### src/rtl/qdec_pkg.sv
`default_nettype none
package qdec_pkg;

   localparam int unsigned ENCODERS_DEFAULT     = 2;
   localparam int unsigned ELAPSED_BITS_DEFAULT = 10;

   localparam int unsigned LIMIT_BITS  = 10;
   localparam int unsigned SUM_BITS    = 4;
   localparam int unsigned STEP_BITS   = 5;
   localparam int unsigned PHASE_BITS  = 2;
   localparam int unsigned CSR_AW      = 4;
   localparam int unsigned CSR_DW      = 32;

   localparam logic [LIMIT_BITS-1:0] SLOW_LIMIT_RESET   = 10'd500;
   localparam logic [LIMIT_BITS-1:0] MEDIUM_LIMIT_RESET = 10'd200;
   localparam logic [LIMIT_BITS-1:0] FAST_LIMIT_RESET   = 10'd50;

   localparam logic signed [SUM_BITS-1:0] STEP_MICROSTEPS     = 4'sd4;
   localparam logic signed [SUM_BITS-1:0] STEP_MICROSTEPS_NEG = -4'sd4;

   typedef enum logic [1:0] {
      REG_SLOW_LIMIT   = 2'd0,
      REG_MEDIUM_LIMIT = 2'd1,
      REG_FAST_LIMIT   = 2'd2
   } reg_index_type;

   typedef enum logic {
      KIND_TICK   = 1'b0,
      KIND_SAMPLE = 1'b1
   } item_kind_type;

   typedef struct packed {
      logic [PHASE_BITS-1:0]      prev_phase;
      logic signed [SUM_BITS-1:0] sum;
   } enc_entry_type;

   function automatic logic signed [1:0] transition(input logic [3:0] idx);
      logic signed [1:0] d;
      case (idx)
         4'd1, 4'd7, 4'd8, 4'd14:  d = 2'sb01;
         4'd2, 4'd4, 4'd11, 4'd13: d = 2'sb11;
         default:                  d = 2'sb00;
      endcase
      return d;
   endfunction

endpackage
`default_nettype wire

### src/rtl/quadrature_decoder_with_acceleration.sv
`default_nettype none
// A step event passes through the stage-1 registers and the output register before it leaves on rsp_tdata.
// Throughput: one beat per cycle unless stage 1 stalls; the state memory is read on accept and
// written back as stage 1 moves on, with the fresh write forwarded into a same-encoder read.
// Backpressure: a result held on rsp stalls req only when the next beat also yields one.
// Reset: synchronous; limits return to 500/200/50 ms, per-encoder valid bits and
// elapsed counters clear at once, so every encoder reads as zero state.
module quadrature_decoder_with_acceleration #(
   parameter int unsigned ENCODERS     = qdec_pkg::ENCODERS_DEFAULT,
   parameter int unsigned ELAPSED_BITS = qdec_pkg::ELAPSED_BITS_DEFAULT
) (
   input  wire logic                          clock,
   input  wire logic                          reset,
   input  wire logic                          req_tvalid,
   output      logic                          req_tready,
   input  wire logic [7:0]                    req_tdata,   // encoder[0], phase_ab[2:1]
   input  wire logic                          req_tuser,   // kind[0]
   output      logic                          rsp_tvalid,
   input  wire logic                          rsp_tready,
   output      logic [7:0]                    rsp_tdata,   // event_encoder[0], step_count[5:1]
   input  wire logic                          csr_psel,
   input  wire logic                          csr_penable,
   input  wire logic                          csr_pwrite,
   input  wire logic [qdec_pkg::CSR_AW-1:0]   csr_paddr,
   input  wire logic [qdec_pkg::CSR_DW-1:0]   csr_pwdata,
   output      logic [qdec_pkg::CSR_DW-1:0]   csr_prdata,
   output      logic                          csr_pready
);
   import qdec_pkg::*;

   localparam int unsigned ENC_AW = (ENCODERS > 1) ? $clog2(ENCODERS) : 1;
   localparam logic [ELAPSED_BITS-1:0] ELAPSED_MAX = '1;

   // configuration
   logic [LIMIT_BITS-1:0] slow_limit_ff, medium_limit_ff, fast_limit_ff;
   logic                  csr_we;

   assign csr_pready = 1'b1;
   assign csr_we     = csr_psel & csr_penable & csr_pwrite;

   always_ff @(posedge clock) begin
      if (reset) begin
         slow_limit_ff   <= SLOW_LIMIT_RESET;
         medium_limit_ff <= MEDIUM_LIMIT_RESET;
         fast_limit_ff   <= FAST_LIMIT_RESET;
      end else if (csr_we) begin
         unique case (csr_paddr[3:2])
            REG_SLOW_LIMIT:   slow_limit_ff   <= csr_pwdata[LIMIT_BITS-1:0];
            REG_MEDIUM_LIMIT: medium_limit_ff <= csr_pwdata[LIMIT_BITS-1:0];
            REG_FAST_LIMIT:   fast_limit_ff   <= csr_pwdata[LIMIT_BITS-1:0];
            default: ;
         endcase
      end
   end

   always_comb begin
      unique case (csr_paddr[3:2])
         REG_SLOW_LIMIT:   csr_prdata = CSR_DW'(slow_limit_ff);
         REG_MEDIUM_LIMIT: csr_prdata = CSR_DW'(medium_limit_ff);
         REG_FAST_LIMIT:   csr_prdata = CSR_DW'(fast_limit_ff);
         default:          csr_prdata = '0;
      endcase
   end

   // input decode
   logic                  req_accept;
   logic                  req_enc;
   logic [PHASE_BITS-1:0] req_phase;
   logic                  req_in_range;
   logic [ENC_AW-1:0]     req_addr;

   assign req_accept   = req_tvalid & req_tready;
   assign req_enc      = req_tdata[0];
   assign req_phase    = req_tdata[2:1];
   assign req_in_range = (32'(req_enc) < ENCODERS);
   assign req_addr     = req_in_range ? ENC_AW'(req_enc) : '0;

   // state memory and per-entry valid bits
   enc_entry_type     mem [ENCODERS];
   logic              vld_ff [ENCODERS];
   logic              mem_we;
   logic [ENC_AW-1:0] mem_wa;
   enc_entry_type     mem_wd;

   // stage 1
   logic                  s1_valid_ff;
   logic                  s1_kind_ff;
   logic                  s1_in_range_ff;
   logic [ENC_AW-1:0]     s1_addr_ff;
   logic                  s1_enc_ff;
   logic [PHASE_BITS-1:0] s1_phase_ff;
   enc_entry_type         rd_ff;

   logic                        s1_go;
   logic                        s1_sample;
   logic                        s1_event;
   logic signed [1:0]           delta;
   logic signed [SUM_BITS-1:0]  sum_new;
   logic [ELAPSED_BITS-1:0]     s1_elapsed;
   logic signed [STEP_BITS-1:0] step_mag;
   logic signed [STEP_BITS-1:0] step_val;

   logic [ELAPSED_BITS-1:0] elapsed_ff [ENCODERS];
   logic [ELAPSED_BITS-1:0] elapsed_in [ENCODERS];

   logic                        rsp_valid_ff;
   logic                        rsp_enc_ff;
   logic signed [STEP_BITS-1:0] rsp_step_ff;

   assign s1_sample = s1_valid_ff & (s1_kind_ff == KIND_SAMPLE) & s1_in_range_ff;
   assign delta     = transition({rd_ff.prev_phase, s1_phase_ff});
   assign sum_new   = rd_ff.sum + {{(SUM_BITS-2){delta[1]}}, delta};
   assign s1_event  = s1_sample &
                      ((sum_new >= STEP_MICROSTEPS) || (sum_new <= STEP_MICROSTEPS_NEG));
   assign s1_go     = s1_valid_ff & (~s1_event | ~rsp_valid_ff | rsp_tready);
   assign req_tready = ~s1_valid_ff | s1_go;

   assign s1_elapsed = elapsed_ff[s1_addr_ff];

   always_comb begin
      if (s1_elapsed > ELAPSED_BITS'(slow_limit_ff)) begin
         step_mag = 5'sd1;
      end else if (s1_elapsed > ELAPSED_BITS'(medium_limit_ff)) begin
         step_mag = 5'sd2;
      end else if (s1_elapsed > ELAPSED_BITS'(fast_limit_ff)) begin
         step_mag = 5'sd4;
      end else begin
         step_mag = 5'sd8;
      end
      step_val = (sum_new > 4'sd0) ? step_mag : -step_mag;
   end

   assign mem_we        = s1_go & s1_sample;
   assign mem_wa        = s1_addr_ff;
   assign mem_wd.prev_phase = s1_phase_ff;
   assign mem_wd.sum    = s1_event ? '0 : sum_new;

   always_ff @(posedge clock) begin
      if (mem_we) begin
         mem[mem_wa] <= mem_wd;
      end
   end

   always_ff @(posedge clock) begin
      if (reset) begin
         for (int i = 0; i < ENCODERS; i++) begin
            vld_ff[i] <= 1'b0;
         end
      end else if (mem_we) begin
         vld_ff[mem_wa] <= 1'b1;
      end
   end

   // read on accept; forward a same-entry write of this edge
   always_ff @(posedge clock) begin
      if (req_accept) begin
         if (mem_we && (mem_wa == req_addr)) begin
            rd_ff <= mem_wd;
         end else if (vld_ff[req_addr]) begin
            rd_ff <= mem[req_addr];
         end else begin
            rd_ff <= '0;
         end
         s1_kind_ff     <= req_tuser;
         s1_in_range_ff <= req_in_range;
         s1_addr_ff     <= req_addr;
         s1_enc_ff      <= req_enc;
         s1_phase_ff    <= req_phase;
      end
   end

   always_ff @(posedge clock) begin
      if (reset) begin
         s1_valid_ff <= 1'b0;
      end else if (req_accept) begin
         s1_valid_ff <= 1'b1;
      end else if (s1_go) begin
         s1_valid_ff <= 1'b0;
      end
   end

   always_comb begin
      for (int i = 0; i < ENCODERS; i++) begin
         elapsed_in[i] = elapsed_ff[i];
         if (s1_go && (s1_kind_ff == KIND_TICK)) begin
            if (elapsed_ff[i] != ELAPSED_MAX) begin
               elapsed_in[i] = elapsed_ff[i] + ELAPSED_BITS'(1);
            end
         end else if (s1_go && s1_event && (s1_addr_ff == ENC_AW'(i))) begin
            elapsed_in[i] = '0;
         end
      end
   end

   always_ff @(posedge clock) begin
      for (int i = 0; i < ENCODERS; i++) begin
         if (reset) begin
            elapsed_ff[i] <= '0;
         end else begin
            elapsed_ff[i] <= elapsed_in[i];
         end
      end
   end

   // output register
   always_ff @(posedge clock) begin
      if (reset) begin
         rsp_valid_ff <= 1'b0;
      end else if (s1_go && s1_event) begin
         rsp_valid_ff <= 1'b1;
      end else if (rsp_tready) begin
         rsp_valid_ff <= 1'b0;
      end
   end

   always_ff @(posedge clock) begin
      if (s1_go && s1_event) begin
         rsp_enc_ff  <= s1_enc_ff;
         rsp_step_ff <= step_val;
      end
   end

   assign rsp_tvalid = rsp_valid_ff;
   assign rsp_tdata  = {2'b00, rsp_step_ff, rsp_enc_ff};

   a_step_nonzero: assert property (@(posedge clock) disable iff (reset)
      rsp_valid_ff |-> (rsp_step_ff != '0))
      else $error("step event with zero step count");

   a_sum_in_range: assert property (@(posedge clock) disable iff (reset)
      mem_we |-> ((mem_wd.sum < STEP_MICROSTEPS) && (mem_wd.sum > STEP_MICROSTEPS_NEG)))
      else $error("microstep sum written back out of range");

   a_stall_blocks_input: assert property (@(posedge clock) disable iff (reset)
      (s1_valid_ff && !s1_go) |-> !req_tready)
      else $error("input taken while stage 1 stalls");

   a_event_loads_output: assert property (@(posedge clock) disable iff (reset)
      (s1_go && s1_event) |=> rsp_valid_ff)
      else $error("step event not loaded into output register");

   a_event_clears_elapsed: assert property (@(posedge clock) disable iff (reset)
      (s1_go && s1_event) |=> (elapsed_ff[$past(s1_addr_ff)] == '0))
      else $error("elapsed counter not restarted after event");

endmodule
`default_nettype wire

### config.mk
export PLATFORM = sky130hd
export DESIGN_NAME = quadrature_decoder_with_acceleration
export DESIGN_NICKNAME = d
export VERILOG_FILES = /design/src/rtl/qdec_pkg.sv /design/src/rtl/quadrature_decoder_with_acceleration.sv
export SDC_FILE = /design/constraint.sdc
export NUM_CORES = 1
export LEC_CHECK = 0
export BUFFER_PORTS_ARGS = -buffer_cell sky130_fd_sc_hd__buf_4
export CAP_MARGIN = 25
export CORE_MARGIN = 2
export CORE_UTILIZATION = 56
export DETAILED_ROUTE_END_ITERATION = 6
export PLACE_DENSITY = 0.8
export SYNTH_ARGS = -nofsm -noshare
export SYNTH_HDL_FRONTEND = slang
export SYNTH_SLANG_ARGS = --single-unit
### constraint.sdc
create_clock -name clock -period 4.6 [get_ports clock]
set_clock_uncertainty 0.2 [all_clocks]
set_input_delay 0.92 -clock clock [delete_from_list [all_inputs] [get_ports clock]]
set_output_delay 0.92 -clock clock [all_outputs]
set_load 0.01 [all_outputs]
==> flow_summary.yaml, run 1 <==
clock_network:
  post_cts_resize_count: 0
  buffer_levels_on_the_longest_clock_path: 2
  cts-buffers-inserted: 9
  clkSlewWorstSetupHoldPaths_ns: 0.08
  cts_tree: "done"
  cts_hold_buffers: 0
  post-cts-setup-buffer-count: 0
  clock_sink_count: 85
  cts_root_buffer: "sky130_fd_sc_hd__clkbuf_8"
  htreeDepth: 3
  worstSkewPairLatency_ns: 0.35
detailed_routing:
  initial_drc_count: 141
  drcViolationCount: 0
  route.detailed.vias_per_inst: 5.69
  wirelength_um: 10800
  drt_pre_antenna_iters: 4
  dr_total_vias: 3878
  drt.antenna.violating_nets: 0
  detail_route.wl_per_cell_um: 15.8
critical_path:
  crit_start: "rd_ff[0]$_DFFE_PN_"
  reg2reg_depth: 10
  critical_path_class: "reg2out"
  arrival_time_at_the_worst_endpoint_ns: 2.68
  r2r-start: "rd_ff[0]$_DFFE_PN_"
  crit_path_start_kind: "flop"
  reg2reg_slack_ns: 0.84
  cp_max_fo: 12
  worstReg2RegEnd: "delta[1]$_DFF_P_"
  crit_path_end_kind: "output port"
  crit_required_ns: 3.48
  destination_of_the_critical_timing_path: "req_tready"
finish:
  area_delta_synth_final_pct: 9.84
  n_antenna_cell: 0
  finished_cell_area_sq_um: 5470
  final_layout_size_suffix_gt1_frac: 0.145
  final_core_util: 0.631
  final.fill_count: 746
  post_layout_nonfiller_instances: 682
  most_frequent_cells_in_the_layout: "sky130_fd_sc_hd__nor2_1, sky130_fd_sc_hd__dfxtp_1, sky130_fd_sc_hd__nand2_1"
  finalNetCount: 661
synthesis:
  yosysSeqAreaShare: 0.398
  synthCells: 531
  ys.warnings.count: 0
  post-synth-top-area-fraction: 0.229
  ys_ff_latch: 85
  syn-mean-instance-area_sq_um: 9.38
  synth_cell_type_count: 52
  post_synthesis_cell_area_sq_um: 4980
  synth_top_cells_by_area: "sky130_fd_sc_hd__dfxtp_1, sky130_fd_sc_hd__edfxtp_1, sky130_fd_sc_hd__ha_1"
  synth_top_area_cell: "sky130_fd_sc_hd__dfxtp_1"
place:
  post-dp-hpwl_um: 8100
  finalWeightedCongestion: 0.872
  port_buffers: 40
  post-place-cells: 664
  dpl-instance-area_sq_um: 5270
power:
  leakagePower_nw: 2.44
  ir_worst_vdd_mv: 0.141
  power_density_nw_per_um2: 288
global_route:
  globalRouteOverflowTotal: 0
  number_of_antenna_violations_at_the_first_check_in_global_routing: 0
  grt_max_degree: 48
  first_pass_grt_wire_length_um: 18300
  grt_pass1_vias: 3797
  grt_usage: 0.234
die:
  die_height_um: 98.3
  floorplan.die_area_sq_um: 9670
  row_count: 34
  fp.coreArea_sq_um: 8680
  ios: 95
  initial_core_utilization: 0.574
  chipWidth_um: 98.3
sta:
  peak_freq_mhz: 263
  min_period_over_period: 0.825
  grt_setup_unrepaired: "no"
  hold-worst-slack_ns: 0.274
  report.final.setup_viol: 0
  final-hold-violation-count: 0
  min_period_ns: 3.80
  timing.slew.headroom: 0.409
  final.setup.tns_ns: 0
  max_slew.worst_pin.slew_ns: 0.882
  drv_slew: 0
status:
  status: "finished, final reports clean"
job:
  max_cap_viols: 0
hold_path:
  holdCritPathClass: "reg2reg"
-- report_power, final --
group          switching (mW)  leakage (nW)  internal [mW]
Clock                   0.258        0.0943          0.251
Sequential             0.0178         0.725          0.806
Combinational           0.144          1.62         0.0981
-- cells in the mapped netlist, drive strengths merged --
| cell type | n |
|---|---|
| and3 | 8 |
| nor2 | 57 |
| inv | 37 |
| o21a | 1 |
| a31oi | 8 |
| mux2 | 14 |
| o31ai | 3 |
| a21oi | 26 |
| edfxtp | 28 |
| a21o | 6 |
| nand2b | 4 |
| or3 | 1 |
| o31a | 1 |
| o21ai | 21 |
| conb | 2 |
| nand2 | 49 |
| o21bai | 2 |
| a41oi | 2 |
| nor2b | 10 |
| fa | 1 |
| a31o | 2 |
| a211o | 12 |
| o32ai | 2 |
| xor2 | 13 |
| ha | 39 |
| clkbuf | 12 |
| xnor2 | 3 |
| o311a | 1 |
| and4 | 2 |
| a22oi | 3 |
| o41ai | 1 |
| a21boi | 1 |
| and2 | 2 |
| nand4 | 11 |
| a311oi | 4 |
| mux2i | 36 |
| nor3 | 10 |
| or4 | 1 |
| buf | 29 |
| nor3b | 1 |
| dfxtp | 57 |
| nand3 | 8 |
-- flip-flops by register name, indices dropped and copies added, names as in the netlist, 5 cells and up, named ones only --
register and flops:
medium_limit_ff 10, elapsed_ff 20, mem 12, slow_limit_ff 10, rd_ff 6, rsp_step_ff 5
fast_limit_ff 10
-- cell type report --
type,instances,area [sq um],area share
Sequential cell,85,1980,0.362
Multi-Input combinational cell,391,2690,0.492
Timing Repair Buffer,45,342,0.0624
Tap cell,108,135,0.0247
Inverter,37,139,0.0254
Clock inverter,4,48.8,0.00892
Clock buffer,12,135,0.0247
-- kinds of logic after synthesis --
family	synth area share
buffers and inverters	0.0804
and+or+nand+nor	0.153
other	0.00151
adders and majority gates	0.102
xor gates and xnor gates	0.0281
AOI/OAI and AO/OA	0.132
DFF	0.398
muxes	0.105
-- layer usage --
layer  vias up  routed length [um]  track usage
met4         0                 262       0.0917
met2       106                5170        0.381
met3        24                 533       0.0551
li1       1897                   -            -
met5         -                   0            0
met1      1851                4830        0.303
-- metrics by stage --
stage / setup WS [ns] / power, mW
floorplan: 1.38 / 1.02
global placement: 0.945 / 1.07
detailed placement: 0.851 / 1.08
CTS: 0.787 / 1.59
global route: 0.589 / 1.65
finish: 0.804 / 1.57
-- critical path: stages (launching register included) --
cell	delay, ns
sky130_fd_sc_hd__edfxtp_1	0.37
sky130_fd_sc_hd__ha_1	0.24
sky130_fd_sc_hd__fa_1	0.42
sky130_fd_sc_hd__xnor2_1	0.37
sky130_fd_sc_hd__or4_4	0.21
sky130_fd_sc_hd__o311a_1	0.46
sky130_fd_sc_hd__nand2_1	0.09
sky130_fd_sc_hd__buf_4	0.16
-- worst min path at each step --
stage	from	endpoint	slack, ns	depth (start not counted)
finish	vld_ff[0]$_DFF_P_	vld_ff[0]$_DFF_P_	0.27	2
global route	vld_ff[0]$_DFF_P_	vld_ff[0]$_DFF_P_	0.29	2
CTS	vld_ff[0]$_DFF_P_	vld_ff[0]$_DFF_P_	0.28	2
detailed placement	vld_ff[0]$_DFF_P_	vld_ff[0]$_DFF_P_	0.26	2
global placement	vld_ff[0]$_DFF_P_	vld_ff[0]$_DFF_P_	0.25	2
floorplan	vld_ff[0]$_DFF_P_	vld_ff[0]$_DFF_P_	0.24	2
(Power assumes the default switching activity.)
==> run 2: changes to the inputs <==
--- a/config.mk
+++ b/config.mk
@@ -5,12 +5,13 @@
 export SDC_FILE = /design/constraint.sdc
 export NUM_CORES = 1
 export LEC_CHECK = 0
+export ABC_AREA = 1
 export BUFFER_PORTS_ARGS = -buffer_cell sky130_fd_sc_hd__buf_4
 export CAP_MARGIN = 25
 export CORE_MARGIN = 2
-export CORE_UTILIZATION = 56
+export CORE_UTILIZATION = 51
 export DETAILED_ROUTE_END_ITERATION = 6
-export PLACE_DENSITY = 0.8
+export PLACE_DENSITY = 0.76
 export SYNTH_ARGS = -nofsm -noshare
 export SYNTH_HDL_FRONTEND = slang
 export SYNTH_SLANG_ARGS = --single-unit
==> constraint.sdc (replaced) <==
create_clock -name clock -period 3.4 [get_ports clock]
set_clock_uncertainty 0.2 [all_clocks]
set_input_delay 0.68 -clock clock [delete_from_list [all_inputs] [get_ports clock]]
set_output_delay 0.68 -clock clock [all_outputs]
set_load 0.01 [all_outputs]
==> run 2 against run 1 <==
  * Worst hold slack improved by 0.0077 ns
  * Final area grew 0.46%
  * Power up 34%
  * Register-to-register slack worse by 0.51 ns
  * Routed wire length decreased by 2.3%
  * Via count increased by 6.2%
  * Sequential cell count unchanged
  * Final cell count rose by 15%
  * Die area increased by 8.9%
  * Global-route usage shrank 2.3 points
  * Core utilization fell by 4.1 points
  * Critical endpoint unchanged
==> flow_summary.yaml, run 2 <==
die:
  ios: 95
  row_count: 35
  fp.coreArea_sq_um: 9330
  initial_core_utilization: 0.532
  die_height_um: 103
  floorplan.die_area_sq_um: 10500
  chipWidth_um: 103
detailed_routing:
  drt.antenna.violating_nets: 0
  drt_pre_antenna_iters: 5
  dr_total_vias: 4118
  route.detailed.vias_per_inst: 5.25
  detail_route.wl_per_cell_um: 13.5
  wirelength_um: 10600
  initial_drc_count: 147
  drcViolationCount: 0
hold_path:
  holdCritPathClass: "reg2reg"
global_route:
  first_pass_grt_wire_length_um: 17400
  grt_max_degree: 21
  number_of_antenna_violations_at_the_first_check_in_global_routing: 0
  grt_pass1_vias: 3845
  grt_usage: 0.212
  globalRouteOverflowTotal: 0
critical_path:
  timing.critical_path.slowest_stage_cell: "sky130_fd_sc_hd__edfxtp_1"
  critical-path-top-delay-family: "adder cells"
  crit_path_end_kind: "output port"
  crit_path_start_kind: "flop"
  crit_required_ns: 2.52
  critical_path.cell_chain: "ha_1, fa_1, xnor2_1, nor2_1, nand2_2, nand4_2, buf_4"
  cp_max_fo: 5
  crit_path_max_incr_delay_ns: 0.38
  arrival_time_at_the_worst_endpoint_ns: 2.30
  cp_num_buf_inv: 1
  critical_path_class: "reg2out"
place:
  post-place-cells: 768
  dpl-instance-area_sq_um: 5310
  post-dp-hpwl_um: 8150
  finalWeightedCongestion: 0.900
  pre_cts_ws_ns: 0.325
  port_buffers: 40
synthesis:
  ys_ff_latch: 85
  post_synthesis_cell_area_sq_um: 4960
  yosys.area_share.adder: 0.102
  async_reset_ff_frac: 0
  largest_family_of_logic_cells_by_synthesized_area: "simple AND/OR/NAND/NOR gates"
  synth_compound_area_frac: 0.151
  simple_gate_share_of_the_synthesized_area: 0.205
  ys.warnings.count: 0
  syn-mean-instance-area_sq_um: 8.16
  synthCells: 608
  synth_xor_area_frac: 0.00707
  synthTopCellsByCount: "sky130_fd_sc_hd__nand2_1, sky130_fd_sc_hd__inv_1, sky130_fd_sc_hd__dfxtp_1"
  synth_top_area_cell: "sky130_fd_sc_hd__dfxtp_1"
  synthFlopType: "sky130_fd_sc_hd__dfxtp_1"
  synth_top_cells_by_area: "sky130_fd_sc_hd__dfxtp_1, sky130_fd_sc_hd__edfxtp_1, sky130_fd_sc_hd__ha_1"
  synth_enable_flop_cells: 28
  synth_cell_type_count: 45
  yosysSeqAreaShare: 0.400
  yosys-mux-area-fraction: 0.0156
  post-synth-top-area-fraction: 0.230
  synth_most_common_cell: "sky130_fd_sc_hd__nand2_1"
power:
  power.total_mw: 2.11
  power_density_nw_per_um2: 384
  leakagePower_nw: 2.45
  ir_worst_vdd_mv: 0.253
clock_network:
  cts_root_buffer: "sky130_fd_sc_hd__clkbuf_8"
  post_cts_resize_count: 0
  cts-buffers-inserted: 9
  clock_sink_count: 85
  buffer_levels_on_the_longest_clock_path: 2
  cts_hold_buffers: 0
  post-cts-setup-buffer-count: 0
  worstSkewPairLatency_ns: 0.36
  htreeDepth: 3
  clkSlewWorstSetupHoldPaths_ns: 0.08
  cts_tree: "done"
finish:
  finalNetCount: 742
  post_layout_nonfiller_instances: 784
  area_delta_synth_final_pct: 10.9
  largest_register_ffs: 20
  most_common_cell_after_layout_fill_and_taps_aside: "sky130_fd_sc_hd__nand2_1"
  most_frequent_cells_in_the_layout: "sky130_fd_sc_hd__nand2_1, sky130_fd_sc_hd__inv_1, sky130_fd_sc_hd__dfxtp_1"
  final_layout_size_suffix_gt1_frac: 0.142
  final.fill_count: 812
  final_core_util: 0.589
  n_antenna_cell: 0
  layout_top_registers: "elapsed_ff x20, mem x12"
  largest-register: "elapsed_ff"
  finished_cell_area_sq_um: 5500
sta:
  min_period_over_period: 0.936
  timing.slew.headroom: 0.598
  slack_of_the_critical_path_ns: 0.219
  max_slew.worst_pin.slew_ns: 0.602
  grt_setup_unrepaired: "no"
  hold-worst-slack_ns: 0.281
  peak_freq_mhz: 314
  final.setup.tns_ns: 0
  final-hold-violation-count: 0
  min_period_ns: 3.18
  report.final.setup_viol: 0
  drv_slew: 0
status:
  status: "finished, final reports clean"
job:
  max_cap_viols: 0
run 2: logic make-up after synthesis:
kind of cell | count (synthesis)
XOR/XNOR | 4
AND/OR/NAND/NOR | 215
other | 2
adder cells (fa/ha/maj) | 40
multiplexers | 7
flip-flops | 85
AO/OA/AOI/OAI | 128
buffers and inverters | 127
run 2: power breakdown:
part,internal [mW],total (mW),switching [mW]
registers,1.09,1.11,0.0218
clock network,0.338,0.705,0.367
logic,0.107,0.296,0.189
run 2: worst paths after layout:
path	end	slack, ns	depth (start not counted)	from
worst max-delay path	req_tready	0.22	7	rd_ff[0]$_DFFE_PN_
worst min-delay path	elapsed_ff[0][9]$_SDFFE_PP0P_	0.28	2	elapsed_ff[0][9]$_SDFFE_PP0P_
worst max register to register	delta[0]$_DFF_P_	0.33	16	rd_ff[0]$_DFFE_PN_
worst min register to register	elapsed_ff[0][9]$_SDFFE_PP0P_	0.28	2	elapsed_ff[0][9]$_SDFFE_PP0P_
run 2: area by class of cell:
type,count,area (sq um),area share
clock inverter,6,63.8,0.0116
timing repair buffer,47,353,0.0642
multi-input combinational,419,2480,0.451
clock buffer,10,128,0.0232
sequential,85,1980,0.360
tap,129,161,0.0294
inverter,88,333,0.0605
run 2: worst reg2reg max path, stage by stage, from the launching register on:
cell                       delay (ns)
sky130_fd_sc_hd__edfxtp_1        0.38
sky130_fd_sc_hd__ha_1            0.23
sky130_fd_sc_hd__fa_1            0.38
sky130_fd_sc_hd__xnor2_1         0.38
sky130_fd_sc_hd__nor2_1          0.09
sky130_fd_sc_hd__nand2_2         0.12
sky130_fd_sc_hd__nand3_4         0.14
sky130_fd_sc_hd__nor2_4          0.15
sky130_fd_sc_hd__nor2_4          0.06
sky130_fd_sc_hd__o21ai_1         0.22
sky130_fd_sc_hd__inv_1           0.10
sky130_fd_sc_hd__ha_1            0.28
sky130_fd_sc_hd__inv_1           0.05
sky130_fd_sc_hd__nand3_1         0.07
sky130_fd_sc_hd__nand2_1         0.06
sky130_fd_sc_hd__nand2_1         0.05
sky130_fd_sc_hd__nand2_1         0.04
run 2: per-layer routing:
metal  global-route usage  vias to the layer above  part of all wire
met1                0.263                     1915              0.45
met4               0.0913                        0             0.021
met2                0.357                      104              0.49
met3               0.0427                       23             0.043
li1                     -                     2076                 -
met5                    0                        -                 0
